--- src/rtl/core/wgft_pkg.sv ---
`timescale 1ns / 1ps
// ----------------------------------------------------------------------------
// wgft_pkg
// Shared types, constants and the sequencer program of the Winograd
// F(4x4,3x3) filter transform.
// ----------------------------------------------------------------------------
package wgft_pkg;

    localparam int TAP_WIDTH_DEF = 16;
    localparam int VALUE_WIDTH   = 26;
    localparam int POS_WIDTH     = 6;
    localparam int TILE          = 6;
    localparam int KSIZE         = 3;
    localparam int NUM_TAPS      = KSIZE * KSIZE;
    localparam int NUM_ENTRIES   = TILE * TILE;
    localparam int ROW_WIDTH     = 3;
    localparam int STEP_WIDTH    = 6;
    localparam int FIRST_COLUMN  = 1;
    localparam int FIRST_EMIT    = FIRST_COLUMN + TILE;

    typedef enum logic [1:0] {
        OP_IDLE,
        OP_COLUMN,
        OP_EMIT
    } op_t;

    typedef enum logic [1:0] {
        JMP_NEXT,
        JMP_WAIT,
        JMP_ALWAYS
    } jump_t;

    // Entries of the integer transform matrix 24*G.
    typedef enum logic [2:0] {
        C_ZERO,
        C_P1,
        C_P2,
        C_M2,
        C_P4,
        C_M4,
        C_P6,
        C_P24
    } coef_t;

    typedef struct packed {
        op_t                  op;
        logic [ROW_WIDTH-1:0] row;
        logic [ROW_WIDTH-1:0] col;
        logic [POS_WIDTH-1:0] pos;
        logic                 last;
        jump_t                jump;
        logic [STEP_WIDTH-1:0] target;
    } uword_t;

    typedef struct packed {
        logic   load;
        uword_t uw;
    } ctrl_t;

    function automatic coef_t hcoef(input logic [ROW_WIDTH-1:0] row, input logic [1:0] k);
        coef_t c;
        c = C_ZERO;
        unique case (row)
            3'd0:    c = (k == 2'd0) ? C_P6 : C_ZERO;
            3'd1:    c = C_M4;
            3'd2:    c = (k == 2'd1) ? C_P4 : C_M4;
            3'd3:    c = (k == 2'd0) ? C_P1 : ((k == 2'd1) ? C_P2 : C_P4);
            3'd4:    c = (k == 2'd0) ? C_P1 : ((k == 2'd1) ? C_M2 : C_P4);
            3'd5:    c = (k == 2'd2) ? C_P24 : C_ZERO;
            default: c = C_ZERO;
        endcase
        return c;
    endfunction

    // Program ROM: one idle step that waits for start, six steps that form
    // the rows of H*g, then 36 emit steps; the last one jumps home.
    function automatic uword_t ucode(input logic [STEP_WIDTH-1:0] step);
        uword_t w;
        w        = '0;
        w.op     = OP_IDLE;
        w.jump   = (step == '0) ? JMP_WAIT : JMP_ALWAYS;
        w.target = '0;
        for (int i = 0; i < TILE; i++) begin
            if (step == STEP_WIDTH'(FIRST_COLUMN + i)) begin
                w.op   = OP_COLUMN;
                w.row  = ROW_WIDTH'(i);
                w.jump = JMP_NEXT;
            end
            for (int j = 0; j < TILE; j++) begin
                if (step == STEP_WIDTH'(FIRST_EMIT + i * TILE + j)) begin
                    w.op   = OP_EMIT;
                    w.row  = ROW_WIDTH'(i);
                    w.col  = ROW_WIDTH'(j);
                    w.pos  = POS_WIDTH'(i * TILE + j);
                    w.last = (i * TILE + j == NUM_ENTRIES - 1);
                    w.jump = w.last ? JMP_ALWAYS : JMP_NEXT;
                end
            end
        end
        return w;
    endfunction

endpackage

--- src/rtl/core/winograd_f4x3_filter_transform.sv ---
`timescale 1ns / 1ps
// ----------------------------------------------------------------------------
// winograd_f4x3_filter_transform
// Winograd F(4x4,3x3) filter transform of one 3x3 kernel, scaled by 576.
// ----------------------------------------------------------------------------
// A kernel of nine signed taps is transferred at a rising edge with start
// high and busy low. The block then emits the 36 entries of (24G)g(24G)^T
// in row-major order, one per cycle: valid is high for exactly one cycle
// per entry, with position (row*6+column), value (exact, 576 times the true
// entry in the taps' format) and last on the 36th entry.
// The receiver cannot stall; every entry must be taken when valid is high.
// After its emit step, each entry passes the stored-row register and then
// the output register.
// The microprogram has one idle step, six steps that form the rows of H*g
// in a three-lane shift-add unit, and 36 emit steps that each read one
// stored row.
// Busy drops after the last emit step; a new kernel may be transferred
// while the final two entries are still in the output pipeline.
// Reset clears the step counter and the output strobe; no entry is pending.
// ----------------------------------------------------------------------------
module winograd_f4x3_filter_transform #(
    parameter int TAP_WIDTH = wgft_pkg::TAP_WIDTH_DEF
) (
    input  logic                                    clk,
    input  logic                                    rst_n,
    input  logic                                    start,
    output logic                                    busy,
    input  logic signed [TAP_WIDTH-1:0]             tap_00,
    input  logic signed [TAP_WIDTH-1:0]             tap_01,
    input  logic signed [TAP_WIDTH-1:0]             tap_02,
    input  logic signed [TAP_WIDTH-1:0]             tap_10,
    input  logic signed [TAP_WIDTH-1:0]             tap_11,
    input  logic signed [TAP_WIDTH-1:0]             tap_12,
    input  logic signed [TAP_WIDTH-1:0]             tap_20,
    input  logic signed [TAP_WIDTH-1:0]             tap_21,
    input  logic signed [TAP_WIDTH-1:0]             tap_22,
    output logic                                    valid,
    output logic [wgft_pkg::POS_WIDTH-1:0]          position,
    output logic signed [wgft_pkg::VALUE_WIDTH-1:0] value,
    output logic                                    last
);
    import wgft_pkg::*;

    ctrl_t                       ctrl;
    logic signed [TAP_WIDTH-1:0] taps [NUM_TAPS];

    assign taps[0] = tap_00;
    assign taps[1] = tap_01;
    assign taps[2] = tap_02;
    assign taps[3] = tap_10;
    assign taps[4] = tap_11;
    assign taps[5] = tap_12;
    assign taps[6] = tap_20;
    assign taps[7] = tap_21;
    assign taps[8] = tap_22;

    wgft_sequencer u_sequencer (
        .clk   (clk),
        .rst_n (rst_n),
        .start (start),
        .busy  (busy),
        .ctrl  (ctrl)
    );

    wgft_datapath #(
        .TAP_WIDTH (TAP_WIDTH)
    ) u_datapath (
        .clk      (clk),
        .rst_n    (rst_n),
        .ctrl     (ctrl),
        .taps     (taps),
        .valid    (valid),
        .position (position),
        .value    (value),
        .last     (last)
    );

endmodule

--- src/rtl/core/wgft_sequencer.sv ---
`timescale 1ns / 1ps
// ----------------------------------------------------------------------------
// wgft_sequencer
// Step counter and program ROM that drive the transform datapath.
// ----------------------------------------------------------------------------
module wgft_sequencer (
    input  logic            clk,
    input  logic            rst_n,
    input  logic            start,
    output logic            busy,
    output wgft_pkg::ctrl_t ctrl
);
    import wgft_pkg::*;

    logic [STEP_WIDTH-1:0] step_reg;
    logic [STEP_WIDTH-1:0] step_next;
    uword_t                uw;

    assign uw        = ucode(step_reg);
    assign busy      = (uw.op != OP_IDLE);
    assign ctrl.load = start && !busy;
    assign ctrl.uw   = uw;

    always_comb
    begin
        unique case (uw.jump)
            JMP_NEXT:   step_next = step_reg + STEP_WIDTH'(1);
            JMP_WAIT:   step_next = start ? step_reg + STEP_WIDTH'(1) : step_reg;
            JMP_ALWAYS: step_next = uw.target;
            default:    step_next = '0;
        endcase
    end

    always_ff @(posedge clk or negedge rst_n)
    begin
        if (!rst_n)
        begin
            step_reg <= '0;
        end
        else
        begin
            step_reg <= step_next;
        end
    end

    a_accept_starts_column: assert property (@(posedge clk) disable iff (!rst_n)
        ctrl.load |=> (uw.op == OP_COLUMN) && (uw.row == '0))
        else $error("accepted kernel did not enter the first column step");

    a_last_returns_idle: assert property (@(posedge clk) disable iff (!rst_n)
        (uw.op == OP_EMIT) && uw.last |=> !busy)
        else $error("sequencer did not return to idle after the last entry");

    a_emit_follows_column: assert property (@(posedge clk) disable iff (!rst_n)
        (uw.op == OP_EMIT) && (uw.pos == '0) |-> $past(uw.op) == OP_COLUMN)
        else $error("emit started without the column pass");

endmodule

--- src/rtl/core/wgft_datapath.sv ---
`timescale 1ns / 1ps
// ----------------------------------------------------------------------------
// wgft_datapath
// Tap registers, the H*g row store and the shift-add logic that forms the
// two passes of the transform.
// ----------------------------------------------------------------------------
module wgft_datapath #(
    parameter int TAP_WIDTH = wgft_pkg::TAP_WIDTH_DEF
) (
    input  logic                                clk,
    input  logic                                rst_n,
    input  wgft_pkg::ctrl_t                     ctrl,
    input  logic signed [TAP_WIDTH-1:0]         taps [wgft_pkg::NUM_TAPS],
    output logic                                valid,
    output logic [wgft_pkg::POS_WIDTH-1:0]      position,
    output logic signed [wgft_pkg::VALUE_WIDTH-1:0] value,
    output logic                                last
);
    import wgft_pkg::*;

    localparam int CP_WIDTH  = TAP_WIDTH + 5;
    localparam int ACC_WIDTH = TAP_WIDTH + 10;
    localparam int EXT_WIDTH = (ACC_WIDTH > VALUE_WIDTH) ? ACC_WIDTH : VALUE_WIDTH;

    logic signed [TAP_WIDTH-1:0]     tap_reg [NUM_TAPS];
    logic [KSIZE*CP_WIDTH-1:0]       cp_mem [TILE];
    logic [KSIZE*CP_WIDTH-1:0]       rd_reg;
    logic [KSIZE*CP_WIDTH-1:0]       row_data;
    logic                            emit_reg;
    logic [ROW_WIDTH-1:0]            col_reg;
    logic [POS_WIDTH-1:0]            pos_reg;
    logic                            last_pipe_reg;
    logic                            valid_reg;
    logic [POS_WIDTH-1:0]            position_reg;
    logic signed [VALUE_WIDTH-1:0]   value_reg;
    logic                            last_reg;
    logic signed [EXT_WIDTH-1:0]     acc;

    function automatic logic signed [EXT_WIDTH-1:0] scale(
        input logic signed [EXT_WIDTH-1:0] x,
        input coef_t                       c
    );
        logic signed [EXT_WIDTH-1:0] r;
        unique case (c)
            C_ZERO:  r = '0;
            C_P1:    r = x;
            C_P2:    r = x <<< 1;
            C_M2:    r = -(x <<< 1);
            C_P4:    r = x <<< 2;
            C_M4:    r = -(x <<< 2);
            C_P6:    r = (x <<< 2) + (x <<< 1);
            C_P24:   r = (x <<< 4) + (x <<< 3);
            default: r = '0;
        endcase
        return r;
    endfunction

    // First pass: one row of H*g, all three columns side by side.
    always_comb
    begin
        logic signed [EXT_WIDTH-1:0] sum;
        logic signed [EXT_WIDTH-1:0] g_ext;
        row_data = '0;
        for (int c = 0; c < KSIZE; c++) begin
            sum = '0;
            for (int k = 0; k < KSIZE; k++) begin
                g_ext = {{(EXT_WIDTH-TAP_WIDTH){tap_reg[k*KSIZE+c][TAP_WIDTH-1]}},
                         tap_reg[k*KSIZE+c]};
                sum = sum + scale(g_ext, hcoef(ctrl.uw.row, 2'(k)));
            end
            row_data[c*CP_WIDTH +: CP_WIDTH] = sum[CP_WIDTH-1:0];
        end
    end

    // Second pass: one entry of (H*g)*H^T from the stored row.
    always_comb
    begin
        logic signed [EXT_WIDTH-1:0] p_ext;
        logic [CP_WIDTH-1:0]         p;
        acc = '0;
        for (int k = 0; k < KSIZE; k++) begin
            p     = rd_reg[k*CP_WIDTH +: CP_WIDTH];
            p_ext = {{(EXT_WIDTH-CP_WIDTH){p[CP_WIDTH-1]}}, p};
            acc   = acc + scale(p_ext, hcoef(col_reg, 2'(k)));
        end
    end

    always_ff @(posedge clk)
    begin
        if (ctrl.load)
        begin
            for (int t = 0; t < NUM_TAPS; t++) begin
                tap_reg[t] <= taps[t];
            end
        end
    end

    always_ff @(posedge clk)
    begin
        if (ctrl.uw.op == OP_COLUMN)
        begin
            cp_mem[ctrl.uw.row] <= row_data;
        end
        if (ctrl.uw.op == OP_EMIT)
        begin
            rd_reg <= cp_mem[ctrl.uw.row];
        end
    end

    always_ff @(posedge clk)
    begin
        col_reg       <= ctrl.uw.col;
        pos_reg       <= ctrl.uw.pos;
        last_pipe_reg <= ctrl.uw.last;
        position_reg  <= pos_reg;
        value_reg     <= acc[VALUE_WIDTH-1:0];
        last_reg      <= last_pipe_reg;
    end

    always_ff @(posedge clk or negedge rst_n)
    begin
        if (!rst_n)
        begin
            emit_reg  <= 1'b0;
            valid_reg <= 1'b0;
        end
        else
        begin
            emit_reg  <= (ctrl.uw.op == OP_EMIT);
            valid_reg <= emit_reg;
        end
    end

    assign valid    = valid_reg;
    assign position = position_reg;
    assign value    = value_reg;
    assign last     = valid_reg && last_reg;

    a_last_at_end: assert property (@(posedge clk) disable iff (!rst_n)
        valid && last |-> position == POS_WIDTH'(NUM_ENTRIES - 1))
        else $error("last flag on an entry other than the final one");

    a_positions_in_order: assert property (@(posedge clk) disable iff (!rst_n)
        valid && (position != '0) |-> $past(valid) &&
            (position == $past(position) + POS_WIDTH'(1)))
        else $error("entries out of order or with a gap");

    a_position_range: assert property (@(posedge clk) disable iff (!rst_n)
        valid |-> position < POS_WIDTH'(NUM_ENTRIES))
        else $error("entry position beyond the tile");

endmodule
--- config.mk ---
export PLATFORM = sky130hd
export DESIGN_NAME = winograd_f4x3_filter_transform
export DESIGN_NICKNAME = d
export VERILOG_FILES = /design/src/rtl/core/wgft_pkg.sv /design/src/rtl/core/winograd_f4x3_filter_transform.sv /design/src/rtl/core/wgft_sequencer.sv /design/src/rtl/core/wgft_datapath.sv
export SDC_FILE = /design/constraint.sdc
export NUM_CORES = 2
export LEC_CHECK = 0
export BUFFER_PORTS_ARGS = -buffer_cell sky130_fd_sc_hd__buf_4
export CAP_MARGIN = 20
export CORE_ASPECT_RATIO = 0.8
export CORE_MARGIN = 2
export CORE_UTILIZATION = 39
export DETAILED_ROUTE_END_ITERATION = 10
export GPL_ROUTABILITY_DRIVEN = 1
export REMOVE_ABC_BUFFERS = 1
export SETUP_SLACK_MARGIN = 0.15
export SYNTH_ARGS = -nofsm -noshare
export SYNTH_HDL_FRONTEND = slang
export SYNTH_SLANG_ARGS = --single-unit
--- constraint.sdc ---
create_clock -name clk -period 11.5 [get_ports clk]
set_input_delay 2.3 -clock clk [delete_from_list [all_inputs] [get_ports clk]]
set_output_delay 2.3 -clock clk [all_outputs]
set_load 0.01 [all_outputs]
==> results by group <==
Routing
  • Via count: about 34000
  • Wire length per cell: 20.1 um
  • Avg Vias per Cell: roughly 5.6
  • Pre-antenna DRT Iters: 8
  • Detailed Route WL: 123000 um
  • DRT antenna net count: 0
  • Residual DRC: 0
  • DRT iter0 DRCs: around 3600

Setup path
  • Cell family with most CP delay: compound AO/OA/AOI/OAI gates
  • Maximum single-stage delay on the critical path: roughly 0.67 ns
  • Crit path cell chain: inv_1, ha_1, or2_1, and3_1, o31ai_4, buf_4, and3_4, nand2_1, buf_4, nand2_2, buf_4, a222oi_1, fa_1, inv_1, ha_1, o21ai_0, o21ai_0, a41oi_1, o311a_1, a21oi_1, and4_1, a2111oi_0, a21oi_1, xnor2_1
  • Worst Setup End Kind: register
  • CP Max Fanout: 41
  • WP data arrival: 8.89 ns
  • Reg2reg path depth: 24
  • Slowest cell on the critical path: and3_4
  • WP depth: 24
  • Critical Path RT: 11.89 ns
  • WS Path Type: register to register
  • Nature of the critical path startpoint: register
  • CP bufs+invs: 5
  • RR Startpoint: u_sequencer.step_reg[0]
  • Worst setup startpoint: u_sequencer.step_reg[0]
  • Most used cell, CP: buf_4

Final layout
  • Layout cells sized above 1: 0.0820
  • Area delta synth->final: 11.7%
  • Max reg flops: 378
  • Post-Layout Cell Count: around 6000
  • Ant. Diodes: 0
  • # nets final: 5204

Die
  • Die Span Y: 306 um
  • Die area: 0.117 mm^2
  • Boundary pin count: roughly 180
  • Initial core utilization: 0.395
  • Die X: 382 um
  • Rows: 110
  • Core area: 0.113 mm^2

Yosys
  • Total of warnings raised by yosys: 0
  • Top-count cell post-synth: edfxtp_1
  • Post-synthesis async set-or-reset flop share: 0.0126
  • Synth area leader: edfxtp_1
  • Post-synthesis cell area: 0.0445 mm^2
  • Post-synth top area share: 0.394
  • Synth Flop Type: edfxtp_1
  • Seq/Total Area, Yosys: 0.418
  • Unique cell type count in the Yosys netlist: 97
  • Gate Count Post-Synth: 4427
  • EDFF count, synth: 585
  • Area contributors post-synth: edfxtp_1 39%, ha_1 12%, fa_1 4.4%, a21oi_1 4.0%, xnor2_1 3.9%
  • Synthesized area per cell: between 10 and 15 um^2
  • Synth Register Bits: 635
  • Commonest cells in the netlist: 585 x edfxtp_1, 416 x inv_1, 410 x ha_1

Placed design
  • DP HPWL: just under 90000 um
  • Placed Cells: 5991
  • Routability cong.: 0.908
  • IO buf count: approximately 180

Global routing
  • Vias in the first global route: between 30000 and 40000
  • Initial antenna violation count: 4
  • Largest net degree at the start of global routing: 136
  • Gr usage total: 0.206
  • Global-route wire length before repair: around 190000 um
  • Overflow after GRT: 0

Timing
  • Worst-margin pin slew: 1.15 ns
  • Tcrit/Tclk final: 0.740
  • Peak Freq: 0.118 GHz
  • RSZ-0062 raised after global routing: no
  • Final setup violation count: 0
  • Slew Viols, Final: 0
  • Slew headroom: 0.236
  • Fin crit period: 8.51 ns
  • Setup Skew: 0.0244 ns
  • Final hold vios: 0

CTS
  • CTS Hold Bufs: 0
  • CTS max path bufs: 3
  • Clock buffer count from CTS: 68
  • H-tree depth: 3
  • # Post-CTS Setup Buffers: 0
  • CTS resizes: 0
  • TritonCTS clock tree: done
  • CTS clock-pin slew for the worst setup and hold paths: about 0.06 ns
  • Clock latency on the worst-skew pair: 0.65 ns
  • Clock Root Buffer: clkbuf_16
  • Clk sinks: 635

Min path
  • Hold Path Depth: 0
  • Min-delay src: u_datapath.pos_reg[5]
  • Class of the worst hold path: register to register

Run
  • Number of max-cap violations: 0

Run status
  • Status: finished, final reports clean
cell families after synthesis:
family | count (synthesis) | synth area share
XOR/XNOR | 256 | 0.0514
flip-flops | 635 | 0.418
adder cells (fa/ha/maj) | 513 | 0.160
AND/OR/NAND/NOR | 1070 | 0.112
buffers and inverters | 608 | 0.0534
AO/OA/AOI/OAI | 1265 | 0.188
other | 2 | 0.000169
multiplexers | 78 | 0.0175
path summary, 6_finish.rpt:
path	endpoint	slack, ns
setup / recovery	u_datapath.cp_mem[0][20]	2.99
hold / removal	u_datapath.position[5]	0.33
setup reg to reg	u_datapath.cp_mem[0][20]	2.99
hold reg to reg	u_datapath.position[5]	0.33
max in group asynchronous	u_datapath.emit_reg	9.87
min in group asynchronous	u_sequencer.step_reg[1]	1.48
layout make-up:
| cell class | instances | area (um^2) |
|---|---|---|
| well taps | 1512 | 1890 |
| repair buffers | 234 | 1770 |
| clock buffers | 81 | 1750 |
| inverters | 417 | 1570 |
| multi-input cells | 3194 | 23700 |
| clock inverters | 37 | 418 |
| flip-flops and latches | 635 | 18600 |
| fillers | 10700 | 63100 |
cells in the final DEF (no fill, tap or decap), drive strengths merged, types with 31 or more instances in the layout:
cell	count
ha	410
o21a	31
edfxtp	585
nand3	153
nor2	255
a221oi	101
fa	97
nor2b	46
xor2	55
dfxtp	42
buf	233
clkbuf	82
and3	56
a31oi	35
a21o	53
inv	421
o211ai	35
nand2b	38
a22oi	42
a222oi	67
a21oi	359
mux2i	78
nand2	347
nor3	76
a211oi	35
o21ai	288
xnor2	199
per-stage QoR:
stage	setup WS (ns)	hold WS (ns)	area (um^2)	util	TNS, ns
2_1_floorplan	-1.01	0.310	43800	-	-66.68
3_5_place_dp	3.17	0.312	47600	0.422	0
5_1_grt	2.34	0.334	49700	0.441	0
4_1_cts	3.13	0.326	49700	0.441	0
3_3_place_gp	3.38	0.315	47600	0.422	0
6_report	2.99	0.325	49700	0.441	0
routing by layer:
metal | track usage | vias to the layer above | wire, um | part of all wire
met1 | 0.318 | 16300 | 60100 | 0.49
met5 | 0 | - | 0 | 0
met3 | 0.0303 | 149 | 8950 | 0.073
met4 | 0.0447 | 0 | 2390 | 0.019
met2 | 0.303 | 1229 | 51400 | 0.42
li1 | - | 16400 | - | -
Power is left out: the tool's default activity adds up to more than one toggle a clock period on the data nets, which glitch-free logic cannot reach.
